==> config.mk <==
export PLATFORM = sky130hd
export DESIGN_NAME = sparse_bitmap_image_checker_core
export DESIGN_NICKNAME = d
export VERILOG_FILES = /design/src/rtl/sbic_pkg.sv /design/src/rtl/sbic_step.sv /design/src/rtl/sbic_outq.sv /design/src/rtl/sparse_bitmap_image_checker_core.sv
export SDC_FILE = /design/constraint.sdc
export NUM_CORES = 1
export LEC_CHECK = 0
export BUFFER_PORTS_ARGS = -buffer_cell sky130_fd_sc_hd__buf_2
export CORE_ASPECT_RATIO = 1.4
export CORE_MARGIN = 2
export CORE_UTILIZATION = 60
export DETAILED_ROUTE_END_ITERATION = 10
export HOLD_SLACK_MARGIN = 0.1
export MAX_ROUTING_LAYER = met4
export PLACE_DENSITY = 0.87
export RECOVER_POWER = 100
export SLEW_MARGIN = 20
export SYNTH_ARGS = -nofsm -noshare
export SYNTH_HDL_FRONTEND = slang
export SYNTH_SLANG_ARGS = --single-unit
==> constraint.sdc <==
create_clock -name i_clk -period 11.25 [get_ports i_clk]
set_input_delay 2.25 -clock i_clk [delete_from_list [all_inputs] [get_ports i_clk]]
set_output_delay 2.25 -clock i_clk [all_outputs]
set_load 0.05 [all_outputs]
==> src/rtl/sbic_pkg.sv <==
// ----------------------------------------------------------------------------
// sbic_pkg
// Shared types and constants of the sparse bitmap image checker: the input
// and result beat layouts, the parse phases and the status codes.
// ----------------------------------------------------------------------------
package sbic_pkg;

    // bits covered by one node map
    localparam int unsigned MAP_BITS = 64;
    localparam logic [31:0] MAP_BITS_W = 32'(MAP_BITS);
    localparam logic [31:0] MAP_MASK = 32'(MAP_BITS - 1);

    // parse phase: which word of the image comes next
    typedef enum logic [2:0] {
        PH_SIZE  = 3'd0,
        PH_HIGH  = 3'd1,
        PH_COUNT = 3'd2,
        PH_START = 3'd3,
        PH_MLO   = 3'd4,
        PH_MHI   = 3'd5
    } t_phase;

    // status reported with every word
    typedef enum logic [3:0] {
        ST_CONT      = 4'd0,
        ST_OK        = 4'd1,
        ST_BAD_SIZE  = 4'd2,
        ST_HIGH_MIS  = 4'd3,
        ST_TRUNC     = 4'd4,
        ST_START_MIS = 4'd5,
        ST_BEYOND    = 4'd6,
        ST_EMPTY     = 4'd7,
        ST_ORDER     = 4'd8
    } t_status;

    // input beat
    typedef struct packed {
        logic [31:0] word;
        logic        last_word;
    } t_in_item;

    // result beat
    typedef struct packed {
        t_status     status;
        logic        node_valid;
        logic [31:0] node_start;
        logic [63:0] node_map;
        logic [31:0] high_bit;
    } t_out_item;

endpackage

==> src/rtl/sbic_step.sv <==
// ----------------------------------------------------------------------------
// sbic_step
// Input register and parser state. Each registered word is checked against
// the current phase and the header/node state in one pass, and the result
// beat is handed to the output queue as the state moves on.
// ----------------------------------------------------------------------------
module sbic_step (
    input  logic                i_clk,
    input  logic                i_rst_n,
    input  logic                i_in_valid,
    input  sbic_pkg::t_in_item  i_in_item,
    output logic                o_in_stall,
    output logic                o_res_valid,
    output sbic_pkg::t_out_item o_res_item,
    input  logic                i_res_stall
);

    // input register
    logic               r_in_valid;
    sbic_pkg::t_in_item r_in;
    logic               w_adv;

    // parser state
    sbic_pkg::t_phase r_phase, n_phase;
    logic [31:0]      r_header_high, n_header_high;
    logic [31:0]      r_nodes_left, n_nodes_left;
    logic [31:0]      r_cur_start, n_cur_start;
    logic [31:0]      r_map_low, n_map_low;
    logic [31:0]      r_prev_start, n_prev_start;
    logic             r_have_prev, n_have_prev;
    logic             r_size_bad, n_size_bad;

    // per-word results
    sbic_pkg::t_status w_status;
    logic              w_node_valid;
    logic [31:0]       w_node_start;
    logic [63:0]       w_node_map;
    logic [63:0]       w_map;
    logic [31:0]       w_nodes_dec;
    logic [31:0]       w_start_limit;

    assign w_adv       = r_in_valid && !i_res_stall;
    assign o_in_stall  = r_in_valid && i_res_stall;
    assign o_res_valid = r_in_valid;

    assign w_map         = {r_in.word, r_map_low};
    assign w_nodes_dec   = r_nodes_left - 32'd1;
    assign w_start_limit = r_header_high - sbic_pkg::MAP_BITS_W;

    // input register load
    always_ff @(posedge i_clk) begin
        if (!i_rst_n) begin
            r_in_valid <= 1'b0;
        end else if (!o_in_stall) begin
            r_in_valid <= i_in_valid;
        end
        if (!o_in_stall && i_in_valid) begin
            r_in <= i_in_item;
        end
    end

    // status and node outputs for the registered word
    always_comb begin
        w_status     = sbic_pkg::ST_CONT;
        w_node_valid = 1'b0;
        w_node_start = '0;
        w_node_map   = '0;
        unique case (r_phase)
            sbic_pkg::PH_HIGH: begin
                if (r_in.last_word) w_status = sbic_pkg::ST_TRUNC;
            end
            sbic_pkg::PH_COUNT: begin
                priority if (r_size_bad) w_status = sbic_pkg::ST_BAD_SIZE;
                else if (r_header_high == '0) w_status = sbic_pkg::ST_OK;
                else if ((r_header_high & sbic_pkg::MAP_MASK) != '0)
                    w_status = sbic_pkg::ST_HIGH_MIS;
                else if (r_in.word == '0) w_status = sbic_pkg::ST_OK;
                else if (r_in.last_word) w_status = sbic_pkg::ST_TRUNC;
                else w_status = sbic_pkg::ST_CONT;
            end
            sbic_pkg::PH_START: begin
                priority if ((r_in.word & sbic_pkg::MAP_MASK) != '0)
                    w_status = sbic_pkg::ST_START_MIS;
                else if (r_in.word > w_start_limit) w_status = sbic_pkg::ST_BEYOND;
                else if (r_in.last_word) w_status = sbic_pkg::ST_TRUNC;
                else w_status = sbic_pkg::ST_CONT;
            end
            sbic_pkg::PH_MLO: begin
                if (r_in.last_word) w_status = sbic_pkg::ST_TRUNC;
            end
            sbic_pkg::PH_MHI: begin
                priority if (w_map == '0) w_status = sbic_pkg::ST_EMPTY;
                else if (r_have_prev && (r_cur_start <= r_prev_start))
                    w_status = sbic_pkg::ST_ORDER;
                else begin
                    w_node_valid = 1'b1;
                    w_node_start = r_cur_start;
                    w_node_map   = w_map;
                    if (w_nodes_dec == '0) w_status = sbic_pkg::ST_OK;
                    else if (r_in.last_word) w_status = sbic_pkg::ST_TRUNC;
                end
            end
            default: begin
                if (r_in.last_word) w_status = sbic_pkg::ST_TRUNC;
            end
        endcase
    end

    // next parser state
    always_comb begin
        n_phase       = r_phase;
        n_header_high = r_header_high;
        n_nodes_left  = r_nodes_left;
        n_cur_start   = r_cur_start;
        n_map_low     = r_map_low;
        n_prev_start  = r_prev_start;
        n_have_prev   = r_have_prev;
        n_size_bad    = r_size_bad;
        unique case (r_phase)
            sbic_pkg::PH_HIGH: begin
                n_header_high = r_in.word;
                n_phase       = sbic_pkg::PH_COUNT;
            end
            sbic_pkg::PH_COUNT: begin
                n_nodes_left = r_in.word;
                n_have_prev  = 1'b0;
                n_prev_start = '0;
                n_phase      = sbic_pkg::PH_START;
            end
            sbic_pkg::PH_START: begin
                n_cur_start = r_in.word;
                n_phase     = sbic_pkg::PH_MLO;
            end
            sbic_pkg::PH_MLO: begin
                n_map_low = r_in.word;
                n_phase   = sbic_pkg::PH_MHI;
            end
            sbic_pkg::PH_MHI: begin
                if (w_node_valid) begin
                    n_prev_start = r_cur_start;
                    n_have_prev  = 1'b1;
                    n_nodes_left = w_nodes_dec;
                end
                n_phase = sbic_pkg::PH_START;
            end
            default: begin
                n_size_bad = (r_in.word != sbic_pkg::MAP_BITS_W);
                n_phase    = sbic_pkg::PH_HIGH;
            end
        endcase
        // any terminal status restarts at a fresh header
        if (w_status != sbic_pkg::ST_CONT) begin
            n_phase      = sbic_pkg::PH_SIZE;
            n_size_bad   = 1'b0;
            n_have_prev  = 1'b0;
            n_nodes_left = '0;
        end
    end

    // state update when the word moves on
    always_ff @(posedge i_clk) begin
        if (!i_rst_n) begin
            r_phase       <= sbic_pkg::PH_SIZE;
            r_header_high <= '0;
            r_nodes_left  <= '0;
            r_cur_start   <= '0;
            r_map_low     <= '0;
            r_prev_start  <= '0;
            r_have_prev   <= 1'b0;
            r_size_bad    <= 1'b0;
        end else if (w_adv) begin
            r_phase       <= n_phase;
            r_header_high <= n_header_high;
            r_nodes_left  <= n_nodes_left;
            r_cur_start   <= n_cur_start;
            r_map_low     <= n_map_low;
            r_prev_start  <= n_prev_start;
            r_have_prev   <= n_have_prev;
            r_size_bad    <= n_size_bad;
        end
    end

    // result beat
    always_comb begin
        o_res_item.status     = w_status;
        o_res_item.node_valid = w_node_valid;
        o_res_item.node_start = w_node_start;
        o_res_item.node_map   = w_node_map;
        o_res_item.high_bit   = n_header_high;
    end

endmodule

==> src/rtl/sbic_outq.sv <==
// ----------------------------------------------------------------------------
// sbic_outq
// Two-entry result queue. Holds a finished beat while the consumer stalls
// and keeps room for the next one, so the parser never waits on the output
// stall directly.
// ----------------------------------------------------------------------------
module sbic_outq (
    input  logic                i_clk,
    input  logic                i_rst_n,
    input  logic                i_valid,
    input  sbic_pkg::t_out_item i_item,
    output logic                o_stall,
    output logic                o_valid,
    output sbic_pkg::t_out_item o_item,
    input  logic                i_stall
);

    sbic_pkg::t_out_item r_entry [2];
    logic [1:0]          r_count;
    logic                r_head;
    logic                w_push;
    logic                w_pop;
    logic                w_tail;

    assign o_stall = (r_count == 2'd2);
    assign o_valid = (r_count != 2'd0);
    assign o_item  = r_entry[r_head];
    assign w_push  = i_valid && !o_stall;
    assign w_pop   = o_valid && !i_stall;
    assign w_tail  = r_head ^ r_count[0];

    // occupancy and read pointer
    always_ff @(posedge i_clk) begin
        if (!i_rst_n) begin
            r_count <= 2'd0;
            r_head  <= 1'b0;
        end else begin
            r_count <= r_count + {1'b0, w_push} - {1'b0, w_pop};
            if (w_pop) r_head <= ~r_head;
        end
    end

    // entry storage
    always_ff @(posedge i_clk) begin
        if (w_push) begin
            r_entry[w_tail] <= i_item;
        end
    end

endmodule

==> src/rtl/sparse_bitmap_image_checker_core.sv <==
// ----------------------------------------------------------------------------
// sparse_bitmap_image_checker_core
// An accepted input beat reaches its result beat on the output through
// the input register, then the two-entry result queue.
// Throughput: one word per cycle; a word is taken whenever the input
// register is free or draining into the queue.
// Reset: synchronous, active low; the parser waits for a map size word.
// ----------------------------------------------------------------------------
module sparse_bitmap_image_checker_core (
    input  logic                i_clk,
    input  logic                i_rst_n,
    input  logic                i_in_valid,
    input  sbic_pkg::t_in_item  i_in_item,
    output logic                o_in_stall,
    output logic                o_out_valid,
    output sbic_pkg::t_out_item o_out_item,
    input  logic                i_out_stall
);

    logic                res_valid;
    sbic_pkg::t_out_item res_item;
    logic                res_stall;

    // word parser and checker
    sbic_step u_step (
        .i_clk       (i_clk),
        .i_rst_n     (i_rst_n),
        .i_in_valid  (i_in_valid),
        .i_in_item   (i_in_item),
        .o_in_stall  (o_in_stall),
        .o_res_valid (res_valid),
        .o_res_item  (res_item),
        .i_res_stall (res_stall)
    );

    // result queue
    sbic_outq u_outq (
        .i_clk   (i_clk),
        .i_rst_n (i_rst_n),
        .i_valid (res_valid),
        .i_item  (res_item),
        .o_stall (res_stall),
        .o_valid (o_out_valid),
        .o_item  (o_out_item),
        .i_stall (i_out_stall)
    );

endmodule

* Yosys cells after proc, flatten, opt, wreduce, memory -nomap -nowiden
Memories as Yosys holds them, arrays and structs flattened. A register that Yosys moved wholly into a read port is not among the register bits. Index checks and enable logic that the tools add are counted.
Word-level totals: register bits after elaboration 202, RAM bits 266, output and inout port bits 135, logic and storage cells 94, memories 1
Operators by class: add/subtract/negate cells 4, magnitude comparators 2, equal/unequal tests 10, muxes and demuxes 37, bitwise logic cells 2, reductions and logical operators 25
Memories:
- u_outq.r_entry | depth 2, bits a word 133, rd ports 1, clocked after memory_dff 1, wr ports 1, RTL line sbic_outq.sv:18 | sbic_pkg::t_out_item r_entry [2];
Operator list (count):
- 32-bit two-way mux | 7
- 64-bit two-way mux | 3
- 32-bit one-hot mux with 2 select lines | 2
- 32-bit zero test | 3
- 64-bit zero test | 1
- 32-bit nonzero test | 2
- 4-bit two-way mux | 9
- 32-bit > comparator | 1
- 32-bit <= comparator | 1
- 32-bit by 7-bit inequality test with 1-bit output (second input constant) | 1
- 32-bit by 1-bit subtractor with 32-bit output (second input constant) | 1
- 32-bit by 7-bit subtractor with 32-bit output (second input constant) | 1
- 3-bit one-hot mux with 4 select lines | 1
- 4-bit one-hot mux with 3 select lines | 1
- 1-bit two-way mux | 11
- 3-bit by 2-bit == test with 1-bit output (second input constant) | 2
- 3-bit == test (second input constant) | 2
- 3-bit two-way mux | 2
- 2-bit AND reduction | 3
- 3-bit AND reduction | 2
- 1-bit logical AND | 5
- 5-bit OR reduction | 1
- 2-bit by 1-bit inequality test with 1-bit output (second input constant) | 2
- 2-bit nonzero test | 2
- other kinds (12) | 14

* Depth between registers and ports, before layout
depth after elaboration 9, depth in mapped cells 17, mapped depth without buffers 16

* Hierarchy
A second synthesis with hierarchy kept.
Unflattened totals: cell total of the unflattened synthesis 1897, area, all modules 21909.8 um2
Modules (own cells, without submodules):
- sbic_step | times used 1, cells an instance 1459, area an instance 11788.8 um2, sequential area each 4314.1 um2
- sbic_outq | times used 1, cells an instance 438, area an instance 10121.0 um2, sequential area each 8067.7 um2

* Worst setup path after synthesis
OpenSTA, ideal clock, no wires.
path kind register to register, start register u_outq.r_count[0], end memory u_outq.r_entry[1][0] (netlist bit) (enable), setup time 0.626 ns, arrival 6.577 ns, required time 10.624 ns, path slack 4.046 ns, stages on the path, launching flop included 7, clock period less this slack 7.204 ns, cells stage by stage dfxtp_1 > inv_1 > nand2_1 > nand2_1 > clkbuf_1 > buf_1 > nor2_1
Between the ends: word-level cells in the longest chain between the ends 5
Ends and longest elaborated chain:
- from (decl) | RTL line sbic_outq.sv:19 | logic [1:0] r_count;
- from (signal assigned) | RTL line sbic_outq.sv:38 | r_count <= r_count + {1'b0, w_push} - {1'b0, w_pop};
- 2-bit == test | RTL line sbic_outq.sv:25 | assign o_stall = (r_count == 2'd2);
- 1-bit zero test | RTL line sbic_outq.sv:28 | assign w_push = i_valid && !o_stall;
- 1-bit logical AND | RTL line sbic_outq.sv:28
- 1-bit two-way mux | RTL line sbic_outq.sv:45 | if (w_push) begin
- 1-bit two-way mux (implied by the code) | RTL line sbic_outq.sv:46 | r_entry[w_tail] <= i_item;
- to (decl) | RTL line sbic_outq.sv:18
Several ways; a longest one is shown, not always the timed one.

* Worst setup path in the final report
start register u_outq.r_count[0], end memory u_outq.r_entry[1][102] (netlist bit) (enable)
Same word-level chain as after synthesis.

==> flow_summary.json <==
{
  "status": "finished with violations",
  "violations": "max-capacitance violations, max-slew violations",
  "avgSynthCellArea_um2": 11.4,
  "synthesis.nets": 1978,
  "final_nets": 2114,
  "vias_per_cell": 6.19,
  "cts_root_buffer": "clkbuf_16",
  "clk_latency_ns": 0.56,
  "die_y_um": 227,
  "whs_ns": 0.449,
  "numCtsBuffers": 42,
  "critPathArrivalTime_ns": 7.10,
  "hold_buffers": 0,
  "syn_area_mm2": 0.0213,
  "ios": 172,
  "post_cts_buffers": 0,
  "power.density_mw_per_mm2": 209,
  "avgRoutedWirePerCell_um": 21.2,
  "die_area_mm2": 0.0371,
  "yosysMostFrequentCell": "edfxtp_1",
  "diodes": 0,
  "worst_pin_slew_ns": 3.43,
  "port_buffers": 171,
  "p_leak_uw": 0.00833,
  "grt_pass1_vias": 15000,
  "postRouteWirelength_um": 53000,
  "drt_first_iter_violations": 1581,
  "cts_tree": "yes",
  "grt_pass1_wl_um": 80800,
  "final_layout_size_suffix_gt1_share_pct": 14.4,
  "cts.sinks": 469,
  "row_count": 81,
  "startpoint_type": "flop",
  "final-setup-viol-count": 0,
  "clk_path_buf_depth": 3,
  "grt_max_degree": 98,
  "worst_hold_path_type": "flop to flop",
  "grt.overflow.total": 0,
  "yosys_register_bits": 469,
  "place_ws_ns": 5.91,
  "period_needed_ns": 7.01,
  "setup_tns_ns": 0,
  "crit_path_end_kind": "flop",
  "ys_seq_area_share_pct": 58.1,
  "grt_util_all_layers_pct": 28.9,
  "crit_path_start": "u_outq.r_count[0]",
  "yosys_warnings": 0,
  "die_width_um": 163,
  "fmax_mhz": 143,
  "htree_levels": 2,
  "gp_congestion": 0.983,
  "crit_fanout": 58,
  "drv_slew": 678,
  "slew_headroom_pct": -129,
  "yosys.area.top_type": "edfxtp_1",
  "synth_common_cells": "edfxtp_1 (299), nand2_1 (260), dfxtp_1 (170)",
  "synth-edff-count": 299,
  "coreArea_mm2": 0.0350,
  "ys_types": 75,
  "drc_errors": 0,
  "firstDrtPassIters": 6,
  "irDropWorstVdd_uv": 158,
  "clk_pin_slew_worst_paths_ns": 0.06,
  "drt.antenna.violating_nets": 0,
  "slowest_delay_ns": 2.52,
  "design_area_mm2": 0.0237,
  "async_flop_share_pct": 0,
  "slowest_stage": "clkbuf_1",
  "hold_start": "u_step.r_prev_start[24]",
  "netlist_instances": 1872,
  "syn2layout_area_growth_pct": 11.1,
  "cap_violations": 13,
  "cp.required_ns": 11.33,
  "p_total_uw": 4960,
  "finalCritPeriodShare_pct": 62.3,
  "fin_skew_ns": 0.0214,
  "start_util_pct": 61.0,
  "synth_top_area_share_pct": 42.1,
  "path_cells": "inv_1 -> nand2_1 -> nand2_1 -> clkbuf_1 -> nor2_1 -> clkbuf_1",
  "critPathKind": "flop to flop",
  "finalHoldViolCount": 0,
  "placed_area_mm2": 0.0225,
  "yosys-top-cells-area": "edfxtp_1 (42%), dfxtp_1 (16%), mux2_2 (8.5%)",
  "rsz0062_at_grt": "no",
  "r2r_start": "u_outq.r_count[0]",
  "synth_ff_type": "edfxtp_1",
  "num_vias": 15500,
  "post_cts_resize_count": 0,
  "fin_ws_ns": 4.24,
  "grt_antenna_before_repair": 0,
  "place_hpwl_um": 34000
}
==> flip-flops by register name (all words and copies together) (netlist names), named ones only <==
signal and flops:
u_outq.r_head 1, u_outq.r_entry 266, u_step.r_map_low 32, u_step.r_header_high 32
u_outq.r_count 2, u_step.r_nodes_left 32, u_step.r_phase 3, u_step.r_size_bad 1
u_step.r_prev_start 32, u_step.r_cur_start 32, u_step.o_res_valid 1, u_step.r_have_prev 1
u_step.r_in 33
==> per-layer routing <==
layer | track usage, % | vias up | part of all wire (%)
met5 | - | - | 0
met4 | 17.8 | 0 | 6.5
met3 | 4.30 | 220 | 7.1
met2 | 48.6 | 720 | 50
met1 | 32.6 | 7441 | 37
li1 | - | 7080 | -
==> cell families after synthesis <==
kind of cell	share of synthesized area, %
AND/OR/NAND/NOR	15.7
multiplexers	8.50
XOR/XNOR	1.36
flip-flops	58.1
buffers and inverters	3.09
AO/OA/AOI/OAI	9.18
adder cells (fa/ha/maj)	4.05
==> cells in the final DEF (no fill, tap or decap), drive strengths merged, types with 14 or more instances in the layout <==
cell type,n
a21oi,130
nor4,29
xnor2,22
nand4,27
mux2,160
buf,64
nor2,99
nor3,54
a32oi,31
o31ai,21
o21ai,62
dfxtp,170
nand2,262
inv,56
edfxtp,299
clkbuf,197
ha,69
nand3,52
or3,14
and2,99
==> final timing paths <==
| kind | to | slack [ns] | cells after the start |
|---|---|---|---|
| setup / recovery | u_outq.r_entry[1][102] | 4.24 | 6 |
| hold / removal | u_step.r_prev_start[24] | 0.45 | 2 |
| setup reg to reg | u_outq.r_entry[1][102] | 4.24 | 6 |
| hold reg to reg | u_step.r_prev_start[24] | 0.45 | 2 |
==> power by group <==
| part | total [µW] | internal (µW) | leakage [µW] | switching, µW |
|---|---|---|---|---|
| combinational | 1340 | 351 | 0.00342 | 993 |
| sequential | 2160 | 2050 | 0.00421 | 110 |
| clock | 1450 | 826 | 0.000697 | 622 |
==> area by class of cell <==
type,instances,area [µm²]
Clock inverter,14,110
Sequential cell,469,12400
Inverter,56,211
Timing Repair Buffer,197,860
Multi-Input combinational cell,1242,8240
Clock buffer,64,1300
Tap cell,456,571
Fill cell,2507,11300
==> critical path: cells and delay by family (launching register included) <==
| kind | cells | cell delay (ns) |
|---|---|---|
| simple gates | 3 | 2.69 |
| buf+inv | 3 | 3.46 |
| flops | 1 | 0.36 |
==> metrics by stage <==
step / instances / util (%)
6_report: 2498 / 67.7
3_3_place_gp: 2418 / 64.4
2_1_floorplan: 1872 / -
5_1_grt: 2498 / 67.7
4_1_cts: 2497 / 68.5
3_5_place_dp: 2419 / 64.5
No activity file was read; power rests on OpenSTA's default activity.
